$ cat src/rrt_pkg.sv
// Shared constants, types and register codes for the ring road traffic block.
package rrt_pkg;

    localparam int MAX_CARS = 1024;
    localparam int SLOT_W   = $clog2(MAX_CARS);
    localparam int CNT_W    = 11;
    localparam int POS_W    = 16;
    localparam int SPD_W    = 5;
    localparam int RND_W    = 32;
    localparam int APB_DW   = 32;
    localparam int APB_AW   = 4;

    // Configuration register indexes (byte address is four times the index).
    localparam logic [1:0] REG_ROAD_LENGTH    = 2'd0;
    localparam logic [1:0] REG_MAX_SPEED      = 2'd1;
    localparam logic [1:0] REG_SLOW_THRESHOLD = 2'd2;
    localparam logic [1:0] REG_CAR_COUNT      = 2'd3;

    localparam logic [POS_W-1:0] RST_ROAD_LENGTH    = 16'd1000;
    localparam logic [SPD_W-1:0] RST_MAX_SPEED      = 5'd5;
    localparam logic [RND_W-1:0] RST_SLOW_THRESHOLD = 32'd1288490188;
    localparam logic [CNT_W-1:0] RST_CAR_COUNT      = 11'd1;

    // Input word modes.
    localparam logic MODE_LOAD   = 1'b0;
    localparam logic MODE_UPDATE = 1'b1;

    typedef struct packed {
        logic [POS_W-1:0] position;
        logic [SPD_W-1:0] speed;
    } t_car;

    typedef struct packed {
        logic [POS_W-1:0] road_length;
        logic [SPD_W-1:0] max_speed;
        logic [RND_W-1:0] slow_threshold;
        logic [CNT_W-1:0] car_count;
    } t_cfg;

    typedef struct packed {
        logic             mode;
        logic [SLOT_W-1:0] car_slot;
        logic [POS_W-1:0] load_position;
        logic [SPD_W-1:0] load_speed;
        logic [RND_W-1:0] random_word;
    } t_in_word;

    typedef struct packed {
        logic [SLOT_W-1:0] out_slot;
        logic [POS_W-1:0] out_position;
        logic [SPD_W-1:0] out_speed;
        logic             end_of_step;
        logic             load_error;
    } t_out_word;

endpackage

$ cat src/rrt_apb_regs.sv
// APB configuration registers of the ring road traffic block.
module rrt_apb_regs (
    input  logic                       i_clk,
    input  logic                       i_rst_n,
    input  logic                       psel,
    input  logic                       penable,
    input  logic                       pwrite,
    input  logic [rrt_pkg::APB_AW-1:0] paddr,
    input  logic [rrt_pkg::APB_DW-1:0] pwdata,
    output logic [rrt_pkg::APB_DW-1:0] prdata,
    output logic                       pready,
    output rrt_pkg::t_cfg              o_cfg
);
    import rrt_pkg::*;

    t_cfg       r_cfg;
    logic [1:0] reg_idx;
    logic       wr_en;

    assign reg_idx = paddr[APB_AW-1:2];
    assign pready  = 1'b1;
    assign wr_en   = psel & penable & pwrite & pready;

    always_ff @(posedge i_clk) begin
        if (!i_rst_n) begin
            r_cfg.road_length    <= RST_ROAD_LENGTH;
            r_cfg.max_speed      <= RST_MAX_SPEED;
            r_cfg.slow_threshold <= RST_SLOW_THRESHOLD;
            r_cfg.car_count      <= RST_CAR_COUNT;
        end else if (wr_en) begin
            case (reg_idx)
                REG_ROAD_LENGTH:    r_cfg.road_length    <= pwdata[POS_W-1:0];
                REG_MAX_SPEED:      r_cfg.max_speed      <= pwdata[SPD_W-1:0];
                REG_SLOW_THRESHOLD: r_cfg.slow_threshold <= pwdata[RND_W-1:0];
                REG_CAR_COUNT:      r_cfg.car_count      <= pwdata[CNT_W-1:0];
                default: ;
            endcase
        end
    end

    always_comb begin
        case (reg_idx)
            REG_ROAD_LENGTH:    prdata = APB_DW'(r_cfg.road_length);
            REG_MAX_SPEED:      prdata = APB_DW'(r_cfg.max_speed);
            REG_SLOW_THRESHOLD: prdata = APB_DW'(r_cfg.slow_threshold);
            REG_CAR_COUNT:      prdata = APB_DW'(r_cfg.car_count);
            default:            prdata = '0;
        endcase
    end

    assign o_cfg = r_cfg;

endmodule

$ cat config.mk
export PLATFORM = sky130hd
export DESIGN_NAME = rrt_apb_regs
export DESIGN_NICKNAME = d
export VERILOG_FILES = /design/src/rrt_pkg.sv /design/src/rrt_apb_regs.sv
export SDC_FILE = /design/constraint.sdc
export NUM_CORES = 1
export LEC_CHECK = 0
export BUFFER_PORTS_ARGS = -buffer_cell sky130_fd_sc_hd__buf_2
export CAP_MARGIN = 40
export CORE_MARGIN = 2
export CORE_UTILIZATION = 45
export CTS_CLUSTER_SIZE = 14
export DETAILED_ROUTE_END_ITERATION = 8
export PLACE_DENSITY = 0.77
export SLEW_MARGIN = 30
export SYNTH_ARGS = -nofsm -noshare
export SYNTH_HDL_FRONTEND = slang
export SYNTH_SLANG_ARGS = --single-unit
$ cat constraint.sdc
create_clock -name i_clk -period 1.5 [get_ports i_clk]
set_clock_uncertainty 0.2 [all_clocks]
set_input_delay 0.15 -clock i_clk [delete_from_list [all_inputs] [get_ports i_clk]]
set_output_delay 0.15 -clock i_clk [all_outputs]
set_load 0.02 [all_outputs]
==> results.ini <==
[floorplan]
ioPinCount = 138
fp.dieH_um = 86.2
dieArea_um2 = 7420
num_rows = 29
start_util_pct = 47.3
die_x_um = 86.2
core-area_um2 = 6420

[clock_network]
cts_buffers = 9
cts_tree = built
insertion_delay_ns = 0.33
clk_pin_slew_ns = 0.07
cts-root-buf = clkbuf_8
cts_num_sinks = 64
cts_max_level = 3
ctsLongestPathBuffers = 2

[worst_hold_path]
worstHoldPathType = in -> reg
hold_depth = 3

[power_and_ir_drop]
power.internal_mw = 2.60
p_sw_mw = 0.937
combPwrFrac_pct = 16.5
power.density_nw_per_um2 = 770
total_power_mw = 3.53
peakVddDrop_mv = 0.575
p_clk_share_pct = 34.1
pwr-share-seq_pct = 49.4
leakage_nw = 2.25
switching_share_pct = 26.5

[finish]
diodes = 0
multiInputGateArea_um2 = 1550
fill_cells = 470
regArea_um2 = 1320
fin_nets = 551
drive_gt1_share_pct = 45.3
final-instance-count-excl-fill = 591
final_cell_area_um2 = 4590
area_delta_synth_final_pct = 51.1
largest_reg_flops = 64
final_util_pct = 71.5

[logic_synthesis]
ys_warn_count = 0
synth_top_cell_by_area = dfxtp_1
synth_nets = 368
yosysTopAreaCellShare_pct = 42.2
synth_seq_cells = 64
ys_types = 30
synth_area_um2 = 3040
avgSynthCellArea_um2 = 9.29
postSynthCellCount = 327
ys_top_cells_by_area = dfxtp_1, mux2i_1, nand2_1
ys_seq_area_share_pct = 42.2

[timing]
slew_viol_final = 0
rsz0062_at_grt = yes
period_share_pct = 110
fin_ws_ns = -0.148
fin_crit_ns = 1.65
fmax_ghz = 0.607
setup_violations = 10
hold_viol = 0

[run_status]
violations = negative setup slack
status = finished with violations

[critical_path]
slowest_stage = mux4_2
r2r.worst_path.cells = 4
crit_path_end_kind = output port
path_max_fanout = 2
cp-start-kind = register
crit_chain = mux4_2, buf_6
path_class = reg -> out
cp.arrival_ns = 1.30
cp.required_ns = 1.15
critPathMaxStageDelay_ns = 0.49

[drt]
dr.pass1.iters = 4
routed_wl_um = 8610
drc_errors = 0
viasPerCell = 5.12
routedWlPerCell_um = 14.6
vias = 3023
postRouteAntennaNets = 0
drt_iter0_drc = 83

[grt]
grt_pass1_vias = 2853
grt_remaining_overflow = 0
grt_max_degree = 53
grtUsageTotal_pct = 23.5
grt_pass1_wl_um = 13700
antenna_found_initial = 0

[placement]
numPortBuffers = 134
gp_congestion = 0.779
dpl_cell_area_um2 = 3850
dp_hpwl_um = 5640
dp.cells = 527
pre_cts_ws_ns = -0.0490

[run]
maxCapViolCount = 0

[through the flow]
| step | hold slack [ns] | setup TNS [ns] |
|---|---|---|
| after floorplan | 0.0921 | 0 |
| after global placement | 0.194 | -0.000823 |
| after detailed placement | 0.200 | -0.199 |
| after CTS | 0.0280 | -1.19 |
| after global routing | 0.0463 | -1.34 |
| final | 0.0444 | -1.04 |
[cells in the final DEF (no fill, tap or decap), types with 12 or more instances in the layout]
cell type / netlist / layout
nand2_1: 68 / 68
buf_6: 7 / 12
nand3_1: 14 / 14
inv_1: 14 / 13
buf_4: 3 / 28
mux2i_1: 48 / 48
buf_2: 6 / 122
and2_1: 16 / 16
dfxtp_2: 0 / 29
a21oi_1: 14 / 14
dlygate4sd3_1: 0 / 32
dfxtp_1: 64 / 35
[power groups by stage]
stage	combinational (mW)	sequential, mW	clock (mW)
3_5_place_dp	0.468	1.78	0
2_1_floorplan	0.256	1.81	0
6_report	0.583	1.74	1.21
4_1_cts	0.572	1.74	1.22
3_3_place_gp	0.460	1.78	0
5_1_grt	0.624	1.75	1.31
[cells in the mapped netlist]
library cell,number
nand2_1,68
dfxtp_1,64
mux2i_1,48
and2_1,16
a21oi_1,14
inv_1,14
nand3_1,14
clkbuf_1,11
o211ai_1,9
nor2b_1,8
buf_6,7
nand2b_1,7
a22o_1,6
buf_2,6
mux2_1,5
mux4_2,5
nor2_1,5
o211ai_2,5
buf_4,3
buf_1,2
and2_2,1
and2_4,1
and3_1,1
and3_4,1
and3b_1,1
conb_1,1
nand3_4,1
nor2_2,1
nor2b_2,1
o21ai_0,1
[layout make-up]
type                    instances  share of cell area (%)
repair buffers                201                    30.9
clock buffers                  11                    2.86
multi-input cells             220                    33.8
well taps                      77                    2.10
inverters                      14                    1.15
flip-flops and latches         64                    28.7
clock inverters                 4                   0.491
[critical path, delay by kind of cell, from the launching register on]
family   cells  cell delay [ns]
buf+inv      1             0.15
flops        1             0.32
mux          1             0.49
[repair_timing]
action / 4_1_cts / 5_1_grt
buffers inserted: 17 / 0
gates resized for setup: 48 / 14
hold buffers: 32 / 0
cloned: 0 / 0
endpoints found under the setup margin: 11 / 13
pin swaps: 5 / 8
hold endpoints to repair: 64 / 0
[layer usage]
layer  vias up  global-route usage, %  routed length (um)
met5         -                      0                   0
met2       123                   40.5                4310
met4         0                   9.96                 197
li1       1459                      -                   -
met1      1425                   27.8                3560
met3        16                   5.58                 542
[cell families (layout without fill, tap and decap cells)]
group,after synthesis,in the layout,synth area share (%)
other,1,1,0.123
AO/OA/AOI/OAI,35,35,8.48
buffers and inverters,43,230,7.66
AND/OR/NAND/NOR,126,126,20.2
flip-flops,64,64,42.2
multiplexers,58,58,21.4
[path summary, 6_finish.rpt]
path	end	slack (ns)	from
max	prdata[0]	-0.15	o_cfg[0]$_SDFFE_PN1P_
min	o_cfg[22]$_SDFFE_PN1P_	0.04	i_rst_n
min reg2reg	o_cfg[61]$_SDFFE_PN0P_	0.27	o_cfg[61]$_SDFFE_PN0P_
max reg2reg	o_cfg[13]$_SDFFE_PN1P_	0.42	o_cfg[13]$_SDFFE_PN1P_
Power figures use the tool's default switching activity.
