**config.mk**
```make
export PLATFORM = sky130hd
export DESIGN_NAME = rrt_mod_unit
export DESIGN_NICKNAME = d
export VERILOG_FILES = /design/src/rrt_pkg.sv /design/src/rrt_mod_unit.sv
export SDC_FILE = /design/constraint.sdc
export NUM_CORES = 1
export LEC_CHECK = 0
export BUFFER_PORTS_ARGS = -buffer_cell sky130_fd_sc_hd__buf_2
export CAP_MARGIN = 20
export CORE_UTILIZATION = 59
export CTS_CLUSTER_SIZE = 40
export DETAILED_ROUTE_END_ITERATION = 7
export PLACE_DENSITY_LB_ADDON = 0.2
export SETUP_SLACK_MARGIN = 0.2
export SKIP_CTS_REPAIR_TIMING = 1
export SLEW_MARGIN = 20
export SYNTH_ARGS = -nofsm -noshare
export SYNTH_HDL_FRONTEND = slang
export SYNTH_SLANG_ARGS = --single-unit
```
**constraint.sdc**
```tcl
create_clock -name i_clk -period 4.15 [get_ports i_clk]
set_input_delay 1.0375 -clock i_clk [delete_from_list [all_inputs] [get_ports i_clk]]
set_output_delay 1.0375 -clock i_clk [all_outputs]
set_load 0.1 [all_outputs]
```
**src/rrt_pkg.sv**
```systemverilog
// Shared constants, types and register codes for the ring road traffic block.
package rrt_pkg;

    localparam int MAX_CARS = 1024;
    localparam int SLOT_W   = $clog2(MAX_CARS);
    localparam int CNT_W    = 11;
    localparam int POS_W    = 16;
    localparam int SPD_W    = 5;
    localparam int RND_W    = 32;
    localparam int APB_DW   = 32;
    localparam int APB_AW   = 4;

    // Configuration register indexes (byte address is four times the index).
    localparam logic [1:0] REG_ROAD_LENGTH    = 2'd0;
    localparam logic [1:0] REG_MAX_SPEED      = 2'd1;
    localparam logic [1:0] REG_SLOW_THRESHOLD = 2'd2;
    localparam logic [1:0] REG_CAR_COUNT      = 2'd3;

    localparam logic [POS_W-1:0] RST_ROAD_LENGTH    = 16'd1000;
    localparam logic [SPD_W-1:0] RST_MAX_SPEED      = 5'd5;
    localparam logic [RND_W-1:0] RST_SLOW_THRESHOLD = 32'd1288490188;
    localparam logic [CNT_W-1:0] RST_CAR_COUNT      = 11'd1;

    // Input word modes.
    localparam logic MODE_LOAD   = 1'b0;
    localparam logic MODE_UPDATE = 1'b1;

    typedef struct packed {
        logic [POS_W-1:0] position;
        logic [SPD_W-1:0] speed;
    } t_car;

    typedef struct packed {
        logic [POS_W-1:0] road_length;
        logic [SPD_W-1:0] max_speed;
        logic [RND_W-1:0] slow_threshold;
        logic [CNT_W-1:0] car_count;
    } t_cfg;

    typedef struct packed {
        logic             mode;
        logic [SLOT_W-1:0] car_slot;
        logic [POS_W-1:0] load_position;
        logic [SPD_W-1:0] load_speed;
        logic [RND_W-1:0] random_word;
    } t_in_word;

    typedef struct packed {
        logic [SLOT_W-1:0] out_slot;
        logic [POS_W-1:0] out_position;
        logic [SPD_W-1:0] out_speed;
        logic             end_of_step;
        logic             load_error;
    } t_out_word;

endpackage

```
**src/rrt_mod_unit.sv**
```systemverilog
// Two-lane bit-serial remainder unit that reduces two positions modulo the road length.
module rrt_mod_unit (
    input  logic                      i_clk,
    input  logic                      i_rst_n,
    input  logic                      i_start,
    input  logic [rrt_pkg::POS_W-1:0] i_divisor,
    input  logic [rrt_pkg::POS_W-1:0] i_a,
    input  logic [rrt_pkg::POS_W-1:0] i_b,
    output logic                      o_done,
    output logic [rrt_pkg::POS_W-1:0] o_rem_a,
    output logic [rrt_pkg::POS_W-1:0] o_rem_b
);
    import rrt_pkg::*;

    localparam int STEP_W = $clog2(POS_W);

    logic              r_busy;
    logic              r_done;
    logic [STEP_W-1:0] r_cnt;
    logic [POS_W-1:0]  r_div;
    logic [POS_W-1:0]  r_qa;
    logic [POS_W-1:0]  r_qb;
    logic [POS_W-1:0]  r_ra;
    logic [POS_W-1:0]  r_rb;

    // One restoring step: shift in the next dividend bit, subtract if it fits.
    function automatic logic [POS_W-1:0] rem_step(input logic [POS_W-1:0] rem,
                                                  input logic             bit_in,
                                                  input logic [POS_W-1:0] d);
        logic [POS_W:0] t;
        t = {rem, bit_in};
        if (t >= {1'b0, d}) begin
            t = t - {1'b0, d};
        end
        return t[POS_W-1:0];
    endfunction

    always_ff @(posedge i_clk) begin
        if (!i_rst_n) begin
            r_busy <= 1'b0;
            r_done <= 1'b0;
            r_cnt  <= '0;
        end else begin
            if (i_start) begin
                r_div <= i_divisor;
                r_cnt <= '0;
                if (i_a < i_divisor && i_b < i_divisor) begin
                    // Both already on the road: no reduction needed.
                    r_ra   <= i_a;
                    r_rb   <= i_b;
                    r_done <= 1'b1;
                end else begin
                    r_qa   <= i_a;
                    r_qb   <= i_b;
                    r_ra   <= '0;
                    r_rb   <= '0;
                    r_busy <= 1'b1;
                    r_done <= 1'b0;
                end
            end else if (r_busy) begin
                r_ra  <= rem_step(r_ra, r_qa[POS_W-1], r_div);
                r_rb  <= rem_step(r_rb, r_qb[POS_W-1], r_div);
                r_qa  <= {r_qa[POS_W-2:0], 1'b0};
                r_qb  <= {r_qb[POS_W-2:0], 1'b0};
                r_cnt <= r_cnt + 1'b1;
                if (r_cnt == STEP_W'(POS_W - 1)) begin
                    r_busy <= 1'b0;
                    r_done <= 1'b1;
                end else begin
                    r_done <= 1'b0;
                end
            end else begin
                r_done <= 1'b0;
            end
        end
    end

    assign o_done  = r_done;
    assign o_rem_a = r_ra;
    assign o_rem_b = r_rb;

endmodule

```
==> metrics.yaml <==
placeableCoreArea_um2: 9955
seq_area_frac_synth: 0.4083
grt_usage: 0.3165
power.density_cell_area_nw_per_um2: 419.2
syn-instance-count: 625
synth_fp_nets: 741
final_max_slew_viol_count: 0
basic_gate_share_of_the_synthesized_area_counting_and_or_nand_and_nor_cells: 0.1231
comb_power_share: 0.394
cp_num_buf_inv: 3
detailroute.via_count: 5235
final.fill_count: 778
clock_power_share: 0.227
seqPwrFrac: 0.378
tritoncts: "built"
report.final.hold_viol_count: 0
grt_pass1_vias: 5083
die_area_um2: 10880
crit_path_max_fanout: 24
period_minus_slack_ns: 3.240
timing.hold.worst.class: "register to register"
worst_slew_margin_rel: 0.3919
grt_max_degree: 62
port_buffers: 83
power_report.internal_total_uw: 1764
yosys.area_share.adder: 0.1341
synth_area_um2: 6178
period_share: 0.7807
power_leakage_uw: 0.003071
synthDominantAreaCellType: "edfxtp_1"
synth-seq-cells: 86
drive_gt1_frac: 0.1758
grt.met2_usage: 0.4953
cts_root_buffer: "clkbuf_8"
chipHeight_um: 104.3
gr-usage-met3: 0.05514
critical_path_max_stage_delay_ns: 0.38
synth.mux.area_fraction: 0.05043
boundary_pin_count: 84
final_antenna_net_count: 0
grt_remaining_overflow: 0
worst_ep_arrival_time_ns: 3.34
avgViaCountPerCell: 6.203
number_of_buffers_inserted_during_clock_tree_synthesis: 9
area_growth_syn_to_layout_pct: 11.89
synth-edff-count: 80
ys_async_sr_fraction: 0
irDropWorstVdd_mv: 0.2611
status: "finished clean"
cp.required_ns: 4.25
syn_avg_cell_area_um2: 9.885
power_switching_uw: 1134
floorplan.initialDensity: 0.6207
max-cap-violations: 0
cts_max_level: 3
place_ws_ns: 0.5719
horiz_die_dim_um: 104.3
transition_at_the_pin_with_the_smallest_max_transition_slack_ns: 0.9122
synth.yosys.warnings: 0
unrepaired_setup_endpoints_after_global_routing: "no"
fp-row-count: 36
power.switching_fraction: 0.3912
yosysUniqueCellTypes: 66
fin_nets: 822
grt_pass1_wl_um: 26320
drcViolationCount: 0
clock_tree.buffer_depth: 2
worstSetupPathType: "primary input to register"
synth_xor_xnor_area_share: 0.02835
drt_first_iter_violations: 495
synth_ff_type: "edfxtp_1"
grt-busiest-layer: "met2"
worst_path_dominant_cell_family: "compound AO/OA/AOI/OAI gates"
setup.worst_path.end_class: "register"
insertion_delay_ns: 0.37
route.detailed.wl_per_inst_um: 19.70
max_freq_ghz: 0.3086
cts_sinks: 86
drt-pass1-iter-count: 5
setup_ws_ns: 0.9100
wirelength_um: 16630
antenna_found_initial: 0
synth_top_cells_by_area: "edfxtp_1, ha_1, inv_1"
num_antenna_cells: 0
place_congestion: 0.8954
timing.critical_path.slowest_stage_cell: "a2111oi_4"
synth_top_family_by_area: "compound AO/OA/AOI/OAI gates"
final_report_setup_violation_count: 0
startpoint_type: "primary input"
synth_compound_gate_area_share: 0.1954
worst_setup_hold_path_clk_slew_ns: 0.08
synth_largest_type_area_fraction: 0.3888
total_negative_slack_ns: 0
timing.critical_path.cells: "buf_2, inv_1, ha_1, a21oi_1, nor2b_1, a2111oi_0, o21ai_1, a2111oi_4, nand2_2, o21a_1, buf_4"
clock-skew-final_ns: 0.009201
global_route.usage.met1: 0.4318
detailed_place_hpwl_um: 12760
-- metal layers --
| layer | wire, µm | part of all wire |
|---|---|---|
| met5 | 0 | 0 |
| met2 | 7674 | 0.46 |
| met1 | 7067 | 0.42 |
| met3 | 1388 | 0.083 |
| met4 | 501 | 0.030 |
-- synthesized netlist by cell type (all sizes together) (4+ instances only) --
library cell / number
o22ai: 22
mux2i: 21
xnor2: 13
ha: 63
nand4: 11
nand2b: 6
edfxtp: 80
a21o: 17
buf: 7
and2: 6
nor2b: 10
inv: 68
mux2: 9
nand2: 50
a31oi: 14
o211ai: 4
or3: 6
o21ai: 45
dfxtp: 6
nor3: 8
o21a: 12
nor2: 30
a211oi: 7
a21oi: 38
xor2: 7
nand3: 16
clkbuf: 13
-- registers in the layout (all words and copies together), names as in the netlist --
register	cells
o_rem_a	16
r_cnt	4
o_rem_b	16
r_qa	16
o_done	1
r_div	16
r_qb	16
r_busy	1
-- final cells by class --
| class | count | area [µm²] | share of cell area |
|---|---|---|---|
| tap | 133 | 166.4 | 0.02407 |
| sequential | 86 | 2522 | 0.3649 |
| clock buffer | 10 | 127.6 | 0.01846 |
| multi-input combinational | 450 | 3283 | 0.4749 |
| clock inverter | 6 | 86.33 | 0.01249 |
| timing repair buffer | 90 | 467.9 | 0.06769 |
| inverter | 69 | 259.0 | 0.03747 |
-- power by group through the flow --
| stage | Clock (µW) | Combinational, µW | Sequential [µW] |
|---|---|---|---|
| final | 659 | 1140 | 1100 |
| after global routing | 697 | 1230 | 1100 |
| after CTS | 659 | 1130 | 1100 |
| after detailed placement | 0 | 1120 | 1110 |
| after global placement | 0 | 1100 | 1110 |
| after floorplan | 0 | 652 | 1360 |
-- cell families (layout without fill, tap and decap cells) --
| kind of cell | after synthesis | after routing |
|---|---|---|
| AOI/OAI and AO/OA | 182 | 182 |
| xor gates and xnor gates | 20 | 20 |
| adders and majority gates | 65 | 65 |
| buffers and inverters | 89 | 175 |
| DFF | 86 | 86 |
| muxes | 30 | 30 |
| and+or+nand+nor | 153 | 153 |
-- stage by stage --
step                      power [µW]  instances  area, µm²    util  hold WS, ns
after CTS                       2884        844       6913  0.6944       0.5432
after global placement          2208        828       6699  0.6730       0.4961
after detailed placement        2236        828       6699  0.6730       0.5214
after floorplan                 2008        625       6178       -       0.4787
final                           2898        844       6913  0.6944       0.5334
after global routing            3032        844       6913  0.6944       0.5523
-- worst paths after layout --
| path | from | end | slack [ns] | depth (start not counted) |
|---|---|---|---|---|
| max | i_divisor[6] | r_qb[8] | 0.91 | 11 |
| min | r_qa[14] | r_qa[15] | 0.53 | 1 |
| max reg2reg | o_rem_a[3] | o_rem_a[8] | 0.98 | 8 |
| min reg2reg | r_qa[14] | r_qa[15] | 0.53 | 1 |
-- cells in the final DEF (no fill, tap or decap), types with 8 or more instances in the layout --
master	n
mux2_2	8
nor2b_1	10
a21o_1	17
xnor2_1	13
o22ai_1	22
clkbuf_8	9
a21oi_1	37
nand3_1	14
o21ai_0	38
edfxtp_1	80
inv_1	68
o21a_1	12
nor2_1	30
nor3_1	8
buf_2	83
ha_1	63
nand4_1	11
a31oi_1	13
nand2_1	49
mux2i_1	21
No activity file was read; power rests on OpenSTA's default activity.
